### config.mk
export PLATFORM = sky130hd
export DESIGN_NAME = isp_issue
export DESIGN_NICKNAME = d
export VERILOG_FILES = /design/src/rtl/isp_pkg.sv /design/src/rtl/isp_issue.sv
export SDC_FILE = /design/constraint.sdc
export NUM_CORES = 1
export LEC_CHECK = 0
export BUFFER_PORTS_ARGS = -buffer_cell sky130_fd_sc_hd__buf_2
export CAP_MARGIN = 10
export CORE_MARGIN = 2
export CORE_UTILIZATION = 55
export CTS_BUF_LIST = sky130_fd_sc_hd__clkbuf_8
export DETAILED_ROUTE_END_ITERATION = 7
export PLACE_DENSITY = 0.82
export SETUP_SLACK_MARGIN = 0.15
export SYNTH_ARGS = -nofsm -noshare
export SYNTH_HDL_FRONTEND = slang
export SYNTH_SLANG_ARGS = --single-unit
### constraint.sdc
create_clock -name clk -period 11.8 [get_ports clk]
set_input_delay 0.59 -clock clk [delete_from_list [all_inputs] [get_ports clk]]
set_output_delay 0.59 -clock clk [all_outputs]
set_load 0.02 [all_outputs]
### src/rtl/isp_pkg.sv
package isp_pkg;
  localparam int unsigned TrackerCountDefault = 64;
  localparam int unsigned PageShiftDefault = 12;
  localparam int unsigned MaxDegree = 8;
  localparam int unsigned AddrWidth = 64;
  localparam int unsigned DegreeWidth = 4;
  localparam logic [DegreeWidth-1:0] DegreeReset = 4'd1;
  localparam int unsigned QueueDepth = 2;

  typedef enum logic [0:0] {
    REG_DEGREE = 1'b0
  } reg_index_t;
endpackage

### src/rtl/isp_issue.sv
module isp_issue #(
  parameter int unsigned PAGE_SHIFT = 12
) (
  input  logic clk,
  input  logic rst,
  input  logic cmd_valid,
  output logic cmd_ready,
  input  logic [64-PAGE_SHIFT-1:0] cmd_page,
  input  logic [65-PAGE_SHIFT-1:0] cmd_stride,
  input  logic [isp_pkg::DegreeWidth-1:0] degree,
  output logic out_valid,
  input  logic out_ready,
  output logic [63:0] out_addr,
  output logic out_last
);
  import isp_pkg::*;
  localparam int unsigned PW = 64 - PAGE_SHIFT;

  // Queue of commands between lookup and issue
  logic [PW-1:0] q_page [QueueDepth];
  logic [PW-1:0] q_stride [QueueDepth];
  logic [0:0] wp, rp;
  logic [1:0] cnt;
  assign cmd_ready = (cnt != 2'(QueueDepth));

  logic [3:0] deg_sat;
  assign deg_sat = (degree > 4'(MaxDegree)) ? 4'(MaxDegree) : degree;

  logic active;
  logic [PW-1:0] target, stride;
  logic [3:0] k;
  logic [PW-1:0] nxt;
  assign nxt = target + stride;
  assign out_valid = active;
  assign out_addr = {target, {PAGE_SHIFT{1'b0}}};
  assign out_last = (k == deg_sat);

  logic pop, push;
  assign push = cmd_valid && cmd_ready;
  assign pop = (cnt != 2'd0) && (!active || (out_valid && out_ready && out_last));

  always_ff @(posedge clk) begin
    if (rst) begin
      wp <= '0; rp <= '0; cnt <= '0; active <= 1'b0; k <= '0;
    end else begin
      if (push) begin
        q_page[wp] <= cmd_page;
        q_stride[wp] <= cmd_stride[PW-1:0];
        wp <= wp + 1'b1;
      end
      // A command popped at degree zero is dropped without a run.
      cnt <= cnt + 2'(push) - 2'(pop);
      if (pop) rp <= rp + 1'b1;
      if (pop && deg_sat != '0) begin
        active <= 1'b1;
        target <= q_page[rp] + q_stride[rp];
        stride <= q_stride[rp];
        k <= 4'd1;
      end else if (active && out_ready) begin
        if (out_last) active <= 1'b0;
        target <= nxt;
        k <= k + 1'b1;
      end
    end
  end

`ifndef ASSERT_OFF
  a_cnt: assert property (@(posedge clk) disable iff (rst)
    cnt <= 2'(QueueDepth)) else $error("queue overflow");
  a_k: assert property (@(posedge clk) disable iff (rst)
    active |-> (k != 4'd0 && k <= deg_sat)) else $error("count out of range");
  a_stall: assert property (@(posedge clk) disable iff (rst)
    (active && !out_ready) |=> active) else $error("run dropped");
`endif
endmodule

-- Word level (Yosys, flattened, before mapping)
Memory sizes are Yosys's and may differ from the RTL's. A register that Yosys moved wholly into a read port is not among the register bits.
Index checks and enable logic that the tools add are counted.
- input port bits: 113
- output and inout port bits: 67
- memories kept: 2
- register bits after elaboration: 113
- logic and storage cells: 51
- bits in writable memories: 208
- memories (name ; words ; width ; read ports ; clocked after Yosys merged registers in ; write ports ; RTL line ; text):
    q_page ; 2 ; 52 ; 1 ; 1 ; 1 ; isp_issue.sv:20 ; logic [PW-1:0] q_page [QueueDepth];
    q_stride ; 2 ; 52 ; 1 ; 1 ; 1 ; isp_issue.sv:21 ; logic [PW-1:0] q_stride [QueueDepth];
- magnitude comparators: 1
- bitwise logic cells: 1
- eq/ne operators: 2
- reduce and logical (&&, ||, !) cells: 15
- multiplexer cells: 15
- $add $sub $neg: 7
- operators with widths (kind ; number):
    adder 52 bit ; 2
    2-to-1 mux 52 bit ; 2
    2-to-1 mux 1 bit ; 12
    AND reduction 2 bit ; 3
    nonzero test 2 bit ; 3
    logical AND 1 bit ; 5
    adder 4 x 1 -> 4 bit, second input constant ; 1
    == test 4 bit ; 1
    greater-than comparator 4 bit, second input constant ; 1
    2-to-1 mux 4 bit ; 1
    nonzero test 4 bit ; 1
    adder 1 bit, second input constant ; 2
    adder 2 x 1 -> 2 bit ; 1
    inequality test 2 bit, second input constant ; 1
    OR reduction 2 bit ; 1
    subtractor 2 x 1 -> 2 bit ; 1
    zero test 1 bit ; 1
    logical OR 1 bit ; 1
    inverter 1 bit ; 1

-- Logic depth before layout (Yosys ltp)
Gate-level depths: netlist of the first run.
- depth in word-level cells: 9
- mapped depth: 17

-- Least setup slack after synthesis of the first run
No wires, ideal clock.
- kind: register to register
- start: reg cnt[0]
- end: mem q_page[1][0] (netlist name) (enable)
- path slack: 2.770 ns
- data arrival time: 8.312 ns
- period minus slack after synthesis: 9.030 ns
- library setup time: 0.718 ns
- stages on the path, launching flop included: 4
- path buffers: 0
- cell sequence: dfxtp_1 nand2b_1 nand2_1 nor3b_1
- longest elaborated chain between the ends: 5
- RTL lines (element ; RTL line ; text):
    from (decl) ; isp_issue.sv:23 ; logic [1:0] cnt;
    from (signal assigned) ; isp_issue.sv:52 ; cnt <= cnt + 2'(push) - 2'(pop);
    inequality test 2 bit ; isp_issue.sv:24 ; assign cmd_ready = (cnt != 2'(QueueDepth));
    via cmd_ready ; isp_issue.sv:7 ; output logic cmd_ready,
    logical AND 1 bit ; isp_issue.sv:39 ; assign push = cmd_valid && cmd_ready;
    2-to-1 mux 1 bit ; isp_issue.sv:46 ; if (push) begin
    2-to-1 mux 1 bit ; isp_issue.sv:43 ; if (rst) begin
    2-to-1 mux 1 bit (implied by the code) ; isp_issue.sv:47 ; q_page[wp] <= cmd_page;
    to (decl) ; isp_issue.sv:20 ;
The timed path passes the listed nets, and every way through them passes these cells.

==> results of run 1 <==
==> worst reg2reg max path, stage by stage, from the launching register on <==
cell and delay [ns]:
sky130_fd_sc_hd__dfxtp_4 0.87, sky130_fd_sc_hd__mux2_2 0.49, sky130_fd_sc_hd__ha_1 0.35, sky130_fd_sc_hd__o21ai_0 0.14
sky130_fd_sc_hd__o21ai_0 0.56, sky130_fd_sc_hd__nand3_1 0.22, sky130_fd_sc_hd__a211oi_1 0.85, sky130_fd_sc_hd__o211ai_1 0.27
sky130_fd_sc_hd__nand2b_1 0.22, sky130_fd_sc_hd__a41oi_1 0.26, sky130_fd_sc_hd__o21ai_0 0.43, sky130_fd_sc_hd__xnor2_1 0.16
sky130_fd_sc_hd__mux2i_1 0.08
==> cell usage after synthesis (11+ instances only) <==
master / number / area share, %
sky130_fd_sc_hd__edfxtp_1: 312 / 54
sky130_fd_sc_hd__a21oi_1: 132 / 3.8
sky130_fd_sc_hd__ha_1: 105 / 7.5
sky130_fd_sc_hd__mux2_2: 101 / 6.5
sky130_fd_sc_hd__nand2_1: 93 / 2.0
sky130_fd_sc_hd__nor2_1: 76 / 1.6
sky130_fd_sc_hd__o21ai_0: 76 / 2.2
sky130_fd_sc_hd__xnor2_1: 59 / 3.0
sky130_fd_sc_hd__clkbuf_1: 56 / 1.2
sky130_fd_sc_hd__a21o_1: 54 / 2.3
sky130_fd_sc_hd__xor2_1: 43 / 2.2
sky130_fd_sc_hd__inv_1: 32 / 0.69
sky130_fd_sc_hd__nand3_1: 29 / 0.83
sky130_fd_sc_hd__nand4_1: 22 / 0.79
sky130_fd_sc_hd__and3_1: 18 / 0.64
sky130_fd_sc_hd__o21bai_1: 18 / 0.77
sky130_fd_sc_hd__a211oi_1: 17 / 0.73
sky130_fd_sc_hd__nand2b_1: 15 / 0.54
sky130_fd_sc_hd__nor3_1: 14 / 0.40
sky130_fd_sc_hd__buf_4: 12 / 0.51
sky130_fd_sc_hd__a31oi_1: 11 / 0.39
sky130_fd_sc_hd__o211ai_1: 11 / 0.47
==> layer usage <==
metal / GRT usage [%] / vias up
met5: 0 / -
li1: - / 5855
met3: 4.151 / 87
met4: 8.161 / 0
met2: 40.17 / 486
met1: 30.73 / 5979
==> worst max path at each step <==
stage / depth (start not counted) / endpoint / startpoint
global route: 13 / target[51]$_DFFE_PP_ / register
finish: 12 / target[51]$_DFFE_PP_ / register
CTS: 12 / target[51]$_DFFE_PP_ / register
global placement: 12 / target[51]$_DFFE_PP_ / register
floorplan: 3 / q_page[1][0]$_DFFE_PP_ / cnt[0]$_SDFF_PP0_
detailed placement: 12 / target[51]$_DFFE_PP_ / register
==> final cells by class <==
type                            instances  area [um^2]  area share (%)
Clock buffer                           59        812.0           4.102
Clock inverter                         41        315.3           1.593
Inverter                               32        120.1          0.6068
Multi-Input combinational cell       1030         7572           38.26
Sequential cell                       322         9573           48.36
Tap cell                              402        503.0           2.541
Timing Repair Buffer                  175        898.4           4.539
==> cells by family after synthesis <==
logic type / share of synthesized area [%]
buf+inv: 2.558
simple gates: 8.260
flops: 54.65
fa+ha+maj: 7.731
xor+xnor: 5.102
compound gates: 14.61
other cells: 0.02142
mux: 7.067
==> power by group through the flow <==
stage          combinational, mW  sequential, mW  clock [mW]
6_report                    2.48            1.67        1.02
5_1_grt                     2.73            1.69        1.09
4_1_cts                     2.45            1.67        1.04
3_3_place_gp                2.38            1.68           0
2_1_floorplan               1.78            1.75           0
3_5_place_dp                2.43            1.69           0
==> through the flow <==
step	worst slack (ns)	cells	total power [mW]	hold WS [ns]
after global routing	6.493	2061	5.505	0.1594
after floorplan	2.770	1458	3.531	0.4813
after global placement	6.963	1961	4.059	0.4936
after detailed placement	6.832	1961	4.120	0.5061
after CTS	6.820	2061	5.162	0.1562
final	6.625	2061	5.167	0.1808
==> state kept, by name (all words and copies together) (netlist names), named ones only <==
register	cells
q_page	104
q_stride	104
stride	52
target	52
k	4
cnt	2
out_valid	1
rp	1
wp	1
==> results_dict.tcl, run 1 <==
set metrics [dict create \
    cts.reportedPaths.clkPinSlew_ns 0.06 \
    mostFrequentLayoutCell "sky130_fd_sc_hd__edfxtp_1" \
    synthToLayoutAreaGrowth_pct 13.04 \
    cap_violations 0 \
    critical_path.max_fanout 64 \
    grt_max_degree 65 \
    cts_sinks 322 \
    worstPathBufferInverterCount 0 \
    cp-start-kind "register" \
    cp_slowest_cell "sky130_fd_sc_hd__dfxtp_4" \
    dieArea_mm2 0.03328 \
    layout_cell_share_with_drive_strength_beyond_1_pct 22.72 \
    switching_power_summed_over_all_nets_mw 2.069 \
    postSynth.asyncResetShare_pct 0 \
    holdPathEnd "q_page[1][17]$_DFFE_PP_" \
    met3WireLength_mm 2.747 \
    remaining_drc_errors 0 \
    clock_tree.root_cell "sky130_fd_sc_hd__clkbuf_8" \
    crit_top_cell "sky130_fd_sc_hd__o21ai_0" \
    syn-mean-instance-area_um2 12.10 \
    hold_startpoint "cmd_page[17]" \
    dr.pass1.iters 6 \
    sum_neg_setup_slack_ns 0 \
    postLayoutCellArea_mm2 0.01979 \
    final-setup-viol-count 0 \
    boundaryPins 180 \
    place_congestion 0.9285 \
    worst_ir_drop_vdd_uv 161.4 \
    clockPowerShare_pct 19.8 \
    post-cts-setup-buffer-count 0 \
    synthCells 1447 \
    power_switching_share_pct 40.04 \
    crit_chain "mux2_2 -> ha_1 -> o21ai_0 -> o21ai_0 -> nand3_1 -> a211oi_1 -> o211ai_1 -> nand2b_1 -> a41oi_1 -> o21ai_0 -> xnor2_1 -> mux2i_1" \
    cell_family_with_most_cp_delay "compound AO/OA/AOI/OAI gates" \
    critical_path_required_ns 12.11 \
    chipWidth_um 182.4 \
    groute.usage.overall_pct 23.63 \
    grt_pass1_vias 12320 \
    status "completed" \
    final_critical_period_ns 5.175 \
    starting_density_of_the_core_pct 55.64 \
    p_comb_share_pct 47.9 \
    timing.final.hold_violations 0 \
    utilization_pct 62.89 \
    detailedPlacementHpwl_mm 28.36 \
    grt_setup_unrepaired "no" \
    clock-skew-final_ns 0.02134 \
    holdBufCountCts 0 \
    cts_inserted_buffers 54 \
    area_of_placed_instances_mm2 0.01867 \
    reg2reg_slack_ns 6.63 \
    tritoncts "done" \
    wl_met1_mm 16.49 \
    leakagePower_nw 7.692 \
    drtIter0Drc 1141 \
    critical_path.reg2reg.endpoint "target[51]$_DFFE_PP_" \
    hp-class "input pin to register" \
    mappedNetlistArea_mm2 0.01751 \
    antenna_cells 0 \
    critical_path_class "register to register" \
    placementRows 65 \
    clockBufferDepth 3 \
    rr_worst_depth 12 \
    totalWireLength_mm 39.44 \
    internal_power_mw 3.098 \
    cts-resized-gates 0 \
    dominantRegCellSynth "sky130_fd_sc_hd__edfxtp_1" \
    grt_overflow_total 0 \
    finalCritPeriodShare_pct 43.86 \
    place.port_buffers 166 \
    floorplan_core_area_mm2 0.03147 \
    synth.ff_latch_count 322 \
    detail-route-antenna-nets 0 \
    clk-insertion-delay-late_ns 0.59 \
    maxSlewHeadroom_pct 31.91 \
    hold_depth 1 \
    power-per-cell-area_mw_per_mm2 261.0 \
    top_layer_used "met4" \
    viasPerCell 6.020 \
    cpPeakStageDelay_ns 0.87 \
    synth_unique_cells 72 \
    detailroute.via_count 12410 \
    worstMarginPinSlew_ns 1.015 \
    ys_warn_count 0 \
    maxSlewViolCount 0 \
    relative_contribution_of_sequential_cells_to_total_power_pct 32.3 \
    number_of_antenna_violations_at_the_first_check_in_global_routing 0 \
    grt_pass1_wl_mm 62.72 \
    htree_num_levels 2 \
    met2RoutedLength_mm 19.02 \
    seq_area_frac_synth_pct 54.65 \
    worst-endpoint-arrival_ns 5.48 \
    crit_path_end_kind "register" \
    most-common-layout-cells "312 x sky130_fd_sc_hd__edfxtp_1, 166 x sky130_fd_sc_hd__buf_2, 131 x sky130_fd_sc_hd__a21oi_1" \
    synth_enable_flop_cells 312 \
    final_nets 1835 \
    achievable-frequency_mhz 193.2 \
    routedWlPerCell_um 19.14 \
    y_dimension_of_the_die_um 182.4 \
    fillerInstances 2429 \
]
(Power assumes the default switching activity.)
==> run 2: changes to the inputs <==
--- a/config.mk
+++ b/config.mk
@@ -11,7 +11,7 @@
 export CORE_UTILIZATION = 55
 export CTS_BUF_LIST = sky130_fd_sc_hd__clkbuf_8
 export DETAILED_ROUTE_END_ITERATION = 7
-export PLACE_DENSITY = 0.82
+export PLACE_DENSITY = 0.85
 export SETUP_SLACK_MARGIN = 0.15
 export SYNTH_ARGS = -nofsm -noshare
 export SYNTH_HDL_FRONTEND = slang
==> constraint.sdc (replaced) <==
create_clock -name clk -period 4.75 [get_ports clk]
set_input_delay 0.2375 -clock clk [delete_from_list [all_inputs] [get_ports clk]]
set_output_delay 0.2375 -clock clk [all_outputs]
set_load 0.02 [all_outputs]
==> run 2 against run 1 <==
Clock skew down 0.0015 ns; utilization up 3.3 points; via count up 4.8%; register-to-register slack worse by 6.2 ns; non-clock buffer count up 109; largest power group unchanged; highest routed layer unchanged.
==> results_dict.tcl, run 2 (synthesis results as in run 1) <==
set metrics [dict create \
    status "completed" \
    y_dimension_of_the_die_um 182.4 \
    achievable-frequency_mhz 231.4 \
    post-cts-setup-buffer-count 0 \
    maxSlewHeadroom_pct 31.00 \
    cts-resized-gates 0 \
    dr.pass1.iters 7 \
    cts.reportedPaths.clkPinSlew_ns 0.06 \
    groute.usage.overall_pct 25.00 \
    htree_num_levels 2 \
    critical_path.reg2reg.endpoint "target[45]$_DFFE_PP_" \
    placementRows 65 \
    finalCritPeriodShare_pct 90.98 \
    routedWlPerCell_um 19.53 \
    detail-route-antenna-nets 0 \
    rr_worst_depth 13 \
    leakagePower_nw 8.106 \
    detailedPlacementHpwl_mm 28.97 \
    number_of_antenna_violations_at_the_first_check_in_global_routing 1 \
    holdPathEnd "rp$_SDFFE_PP0P_" \
    dieArea_mm2 0.03328 \
    drtIter0Drc 1154 \
    critical_path.max_fanout 14 \
    cts_sinks 322 \
    remaining_drc_errors 0 \
    hp-class "input pin to register" \
    hold_startpoint "rst" \
    most-common-layout-cells "312 x sky130_fd_sc_hd__edfxtp_1, 166 x sky130_fd_sc_hd__buf_2, 131 x sky130_fd_sc_hd__a21oi_1" \
    worstMarginPinSlew_ns 1.033 \
    place_congestion 0.9701 \
    starting_density_of_the_core_pct 55.64 \
    postLayoutCellArea_mm2 0.02083 \
    worst_ir_drop_vdd_uv 283.1 \
    viasPerCell 5.995 \
    critical_path_required_ns 5.05 \
    cap_violations 0 \
    tritoncts "done" \
    clockBufferDepth 3 \
    grt_max_degree 105 \
    cts_inserted_buffers 52 \
    clk-insertion-delay-late_ns 0.59 \
    timing.final.hold_violations 0 \
    grt_setup_unrepaired "no" \
    area_of_placed_instances_mm2 0.01875 \
    top_regs "q_page (104), q_stride (104)" \
    grt_pass1_wl_mm 66.03 \
    synthToLayoutAreaGrowth_pct 18.97 \
    boundaryPins 180 \
    final_critical_period_ns 4.322 \
    maxSlewViolCount 0 \
    place.port_buffers 166 \
    sum_neg_setup_slack_ns 0 \
    mostFrequentLayoutCell "sky130_fd_sc_hd__edfxtp_1" \
    detailroute.via_count 13000 \
    crit_path_end_kind "register" \
    critical_path_class "register to register" \
    reg2reg_slack_ns 0.43 \
    final-setup-viol-count 0 \
    grt_overflow_total 0 \
    chipWidth_um 182.4 \
    grt_pass1_vias 13010 \
    cp-start-kind "register" \
    clock-skew-final_ns 0.01979 \
    floorplan_core_area_mm2 0.03147 \
    final_nets 1942 \
    hold_depth 2 \
    worst-endpoint-arrival_ns 4.62 \
    power-per-cell-area_mw_per_mm2 618.2 \
    totalWireLength_mm 42.35 \
    layout_cell_share_with_drive_strength_beyond_1_pct 21.36 \
    clock_tree.root_cell "sky130_fd_sc_hd__clkbuf_8" \
]
[run 2: cell types whose count changed in the layout (fill, tap and decap cells not counted), moves of 3 or more]
| cell | change |
|---|---|
| sky130_fd_sc_hd__inv_1 | -3 |
| sky130_fd_sc_hd__clkbuf_8 | -6 |
| sky130_fd_sc_hd__clkinv_2 | +3 |
| sky130_fd_sc_hd__dlygate4sd3_1 | +105 |
| sky130_fd_sc_hd__buf_12 | +3 |
| sky130_fd_sc_hd__clkinv_1 | +4 |
[run 2: worst max-delay path by stage]
stage             start              endpoint  slack, ns  cells past startpoint
6_report       register  target[45]$_DFFE_PP_       0.43                     13
5_1_grt        register  target[51]$_DFFE_PP_       0.27                     15
4_1_cts        register  target[45]$_DFFE_PP_       0.58                     13
3_5_place_dp   register  target[51]$_DFFE_PP_       0.61                     13
3_3_place_gp   register  target[51]$_DFFE_PP_       0.61                     15
2_1_floorplan  register  target[22]$_DFFE_PP_       0.67                     17
[run 2: worst max-delay path: stages, from the launching register on]
cell                        delay, ns
sky130_fd_sc_hd__dfxtp_4         0.45
sky130_fd_sc_hd__buf_4           0.29
sky130_fd_sc_hd__mux2_2          0.38
sky130_fd_sc_hd__ha_1            0.35
sky130_fd_sc_hd__o21ai_0         0.13
sky130_fd_sc_hd__o21ai_0         0.52
sky130_fd_sc_hd__nand4bb_1       0.31
sky130_fd_sc_hd__a211o_1         0.39
sky130_fd_sc_hd__a21oi_1         0.36
sky130_fd_sc_hd__a21oi_1         0.13
sky130_fd_sc_hd__a21oi_1         0.33
sky130_fd_sc_hd__a31oi_1         0.15
sky130_fd_sc_hd__xnor2_1         0.16
sky130_fd_sc_hd__o21ai_0         0.09
[run 2: metrics by stage]
stage / utilization [%] / worst slack (ns) / hold WS, ns / cells / power [mW]
3_3_place_gp: 59.56 / 0.6130 / 0.4243 / 1965 / 10.07
2_1_floorplan: - / 0.6742 / 0.3091 / 1458 / 8.743
4_1_cts: 66.18 / 0.5786 / 0.02617 / 2167 / 12.77
3_5_place_dp: 59.56 / 0.6081 / 0.4282 / 1965 / 10.27
5_1_grt: 66.18 / 0.2686 / 0.05239 / 2167 / 13.66
6_report: 66.19 / 0.4283 / 0.04483 / 2168 / 12.88
[run 2: cell type report]
cell class                      count  area, um^2
Inverter                           32       120.1
Clock buffer                       53       729.5
Tap cell                          402       503.0
Fill cell                        2256       10640
Timing Repair Buffer              284        2017
Sequential cell                   322        9573
Clock inverter                     44       302.8
Multi-Input combinational cell   1030        7585
Antenna cell                        1       2.502
[run 2: timing repair]
action                                  CTS  global route
hold buffers                            105             0
hold endpoints to repair                209             0
endpoints found under the setup margin    0             0
[run 2: where the power goes]
part	leakage [nW]	switching (mW)	internal [mW]
clock network	0.569	1.14	1.27
logic	4.59	3.88	2.51
registers	2.95	0.230	3.86
[run 2: layer usage]
layer	GRT usage, %	vias to the layer above	wire [um]
met4	11.55	0	1937
met2	42.09	599	20090
li1	-	6057	-
met3	4.929	147	3284
met1	31.31	6194	17040
met5	0	-	0
==> run 3: changes to the inputs <==
--- a/config.mk
+++ b/config.mk
@@ -11,7 +11,7 @@
 export CORE_UTILIZATION = 55
 export CTS_BUF_LIST = sky130_fd_sc_hd__clkbuf_8
 export DETAILED_ROUTE_END_ITERATION = 7
-export PLACE_DENSITY = 0.85
+export PLACE_DENSITY = 0.82
 export SETUP_SLACK_MARGIN = 0.15
 export SYNTH_ARGS = -nofsm -noshare
 export SYNTH_HDL_FRONTEND = slang
==> constraint.sdc (replaced) <==
create_clock -name clk -period 4.4 [get_ports clk]
set_input_delay 0.22 -clock clk [delete_from_list [all_inputs] [get_ports clk]]
set_output_delay 0.22 -clock clk [all_outputs]
set_load 0.02 [all_outputs]
==> run 3 against run 2 <==
Die area stayed put; critical path depth is 1 higher; hold slack better by 0.14 ns; clock power is 4% higher; clock-buffer cell count is 2 higher; utilization is 0.43 points higher.
==> results_dict.tcl, run 3 (synthesis results as in run 1) <==
set metrics [dict create \
    detail-route-antenna-nets 0 \
    timing.final.hold_violations 0 \
    synthToLayoutAreaGrowth_pct 19.74 \
    detailedPlacementHpwl_mm 29.29 \
    number_of_antenna_violations_at_the_first_check_in_global_routing 0 \
    placementRows 65 \
    place_congestion 0.9431 \
    final_critical_period_ns 4.103 \
    hold_depth 4 \
    grt_pass1_vias 13030 \
    chipWidth_um 182.4 \
    clock_tree.root_cell "sky130_fd_sc_hd__clkbuf_8" \
    cts.reportedPaths.clkPinSlew_ns 0.06 \
    mostFrequentLayoutCell "sky130_fd_sc_hd__edfxtp_1" \
    fillerInstances 2255 \
    grt_overflow_total 0 \
    post-place-cells 1976 \
    achievable-frequency_mhz 243.7 \
    power_switching_share_pct 40.89 \
    worstMarginPinSlew_ns 0.9614 \
    drtIter0Drc 1047 \
    p_comb_share_pct 50.2 \
    grt_pass1_wl_mm 67.42 \
    starting_density_of_the_core_pct 55.64 \
    critical_path_required_ns 4.73 \
    layout_cell_share_with_drive_strength_beyond_1_pct 22.17 \
    rr_worst_depth 14 \
    maxSlewHeadroom_pct 35.76 \
    floorplan_core_area_mm2 0.03147 \
    remaining_drc_errors 0 \
    totalWireLength_mm 43.00 \
    maxSlewViolCount 0 \
    crit_chain "buf_12 -> buf_4 -> mux2_2 -> ha_1 -> a21oi_2 -> o21ai_0 -> a221oi_1 -> o21a_1 -> nand2_1 -> a311o_2 -> a31oi_4 -> o21ai_0 -> xnor2_1 -> mux2i_1" \
    y_dimension_of_the_die_um 182.4 \
    cts_sinks 322 \
    final_nets 1960 \
    status "completed" \
    power-per-cell-area_mw_per_mm2 664.6 \
    cp-start-kind "register" \
    antenna_cells 0 \
    groute.usage.overall_pct 25.69 \
    sum_neg_setup_slack_ns 0 \
    routedWlPerCell_um 19.69 \
    critical_path_class "register to register" \
    grt_max_degree 56 \
    internal_power_mw 8.237 \
    cap_violations 0 \
    dieArea_mm2 0.03328 \
    final-setup-viol-count 0 \
    worst-endpoint-arrival_ns 4.43 \
    crit_path_end_kind "register" \
    worstPathBufferInverterCount 2 \
    crit_top_cell "sky130_fd_sc_hd__o21ai_0" \
    grt_setup_unrepaired "no" \
    cpPeakStageDelay_ns 0.50 \
    top_regs "q_page (104), q_stride (104)" \
    leakagePower_nw 8.211 \
    layout.cells.non_filler 2184 \
    tritoncts "done" \
    boundaryPins 180 \
    critical_path.reg2reg.endpoint "target[46]$_DFFE_PP_" \
    cell_family_with_most_cp_delay "compound AO/OA/AOI/OAI gates" \
    hold_startpoint "cmd_valid" \
    htree_num_levels 2 \
    switching_power_summed_over_all_nets_mw 5.697 \
    most-common-layout-cells "312 x sky130_fd_sc_hd__edfxtp_1, 166 x sky130_fd_sc_hd__buf_2, 129 x sky130_fd_sc_hd__a21oi_1" \
    holdPathEnd "wp$_SDFFE_PP0P_" \
    reg2reg_slack_ns 0.30 \
    clock-skew-final_ns 0.02150 \
    hp-class "input pin to register" \
    cts_inserted_buffers 54 \
    cp_slowest_cell "sky130_fd_sc_hd__a311o_2" \
    worst_ir_drop_vdd_uv 327.3 \
    detailroute.via_count 13030 \
    finalCritPeriodShare_pct 93.25 \
    dr.pass1.iters 5 \
    clk-insertion-delay-late_ns 0.61 \
    relative_contribution_of_sequential_cells_to_total_power_pct 31.9 \
    clockPowerShare_pct 17.9 \
    clockBufferDepth 3 \
    viasPerCell 5.964 \
    place.port_buffers 166 \
    critical_path.max_fanout 23 \
]
## run 3: changes by cell type in the layout (fill, tap and decap cells not counted), moves of 2 or more
cell / delta
sky130_fd_sc_hd__inv_1: +8
sky130_fd_sc_hd__a21oi_1: -2
sky130_fd_sc_hd__buf_4: +13
sky130_fd_sc_hd__clkinvlp_4: -3
sky130_fd_sc_hd__clkbuf_8: +2
sky130_fd_sc_hd__bufinv_16: -2
sky130_fd_sc_hd__a21oi_2: +2
sky130_fd_sc_hd__clkinv_1: -3
sky130_fd_sc_hd__buf_12: +2
## run 3: area by class of cell
class / instances / area [um^2] / area share [%]
inverters: 32 / 120.1 / 0.5729
clock inverters: 43 / 234.0 / 1.116
clock buffers: 55 / 757.0 / 3.610
well taps: 402 / 503.0 / 2.399
repair buffers: 300 / 2165 / 10.32
multi-input cells: 1030 / 7615 / 36.32
flip-flops and latches: 322 / 9573 / 45.66
## run 3: per-layer routing
metal	wire length [um]	part of all wire, %	track usage, %
met5	0	0	0
met2	20750	48	43.56
met3	3067	7.1	4.610
met4	1624	3.8	10.42
met1	17560	41	32.82
## run 3: worst max path at each step
stage | start | to | cells past startpoint
after floorplan | register | target[22]$_DFFE_PP_ | 17
after global placement | register | target[40]$_DFFE_PP_ | 14
after detailed placement | register | target[40]$_DFFE_PP_ | 14
after CTS | register | target[40]$_DFFE_PP_ | 14
after global routing | register | target[46]$_DFFE_PP_ | 14
final | register | target[46]$_DFFE_PP_ | 14
## run 3: worst min-delay path, delay by kind of cell
family	cells	cell delay (ns)
simple gates	2	0.23
xor+xnor	1	0.20
buf+inv	1	0.07
## run 3: power groups by stage
stage / sequential (mW) / combinational, mW / clock [mW]
after global placement: 4.48 / 6.56 / 0
final: 4.44 / 7.00 / 2.49
after global routing: 4.48 / 7.66 / 2.66
after detailed placement: 4.50 / 6.71 / 0
after floorplan: 4.65 / 4.79 / 0
after CTS: 4.44 / 6.84 / 2.51
## run 3: repair_timing
action                                  in CTS  in global routing
endpoints found under the setup margin       0                 10
endpoints found under the hold margin      213                  0
resized for setup                            0                  7
hold buffers                               106                  0
buffers inserted                             0                  4
## run 3: metrics by stage
stage	hold slack, ns	area [um^2]	utilization, %	power [mW]	worst slack [ns]
after floorplan	0.2916	17580	-	9.439	0.3242
after detailed placement	0.4108	18840	59.86	11.21	0.2798
final	0.1817	20970	66.62	13.93	0.2970
after global routing	0.1993	20970	66.62	14.80	0.1360
after global placement	0.4070	18840	59.86	11.04	0.3355
after CTS	0.1353	20890	66.38	13.79	0.2228
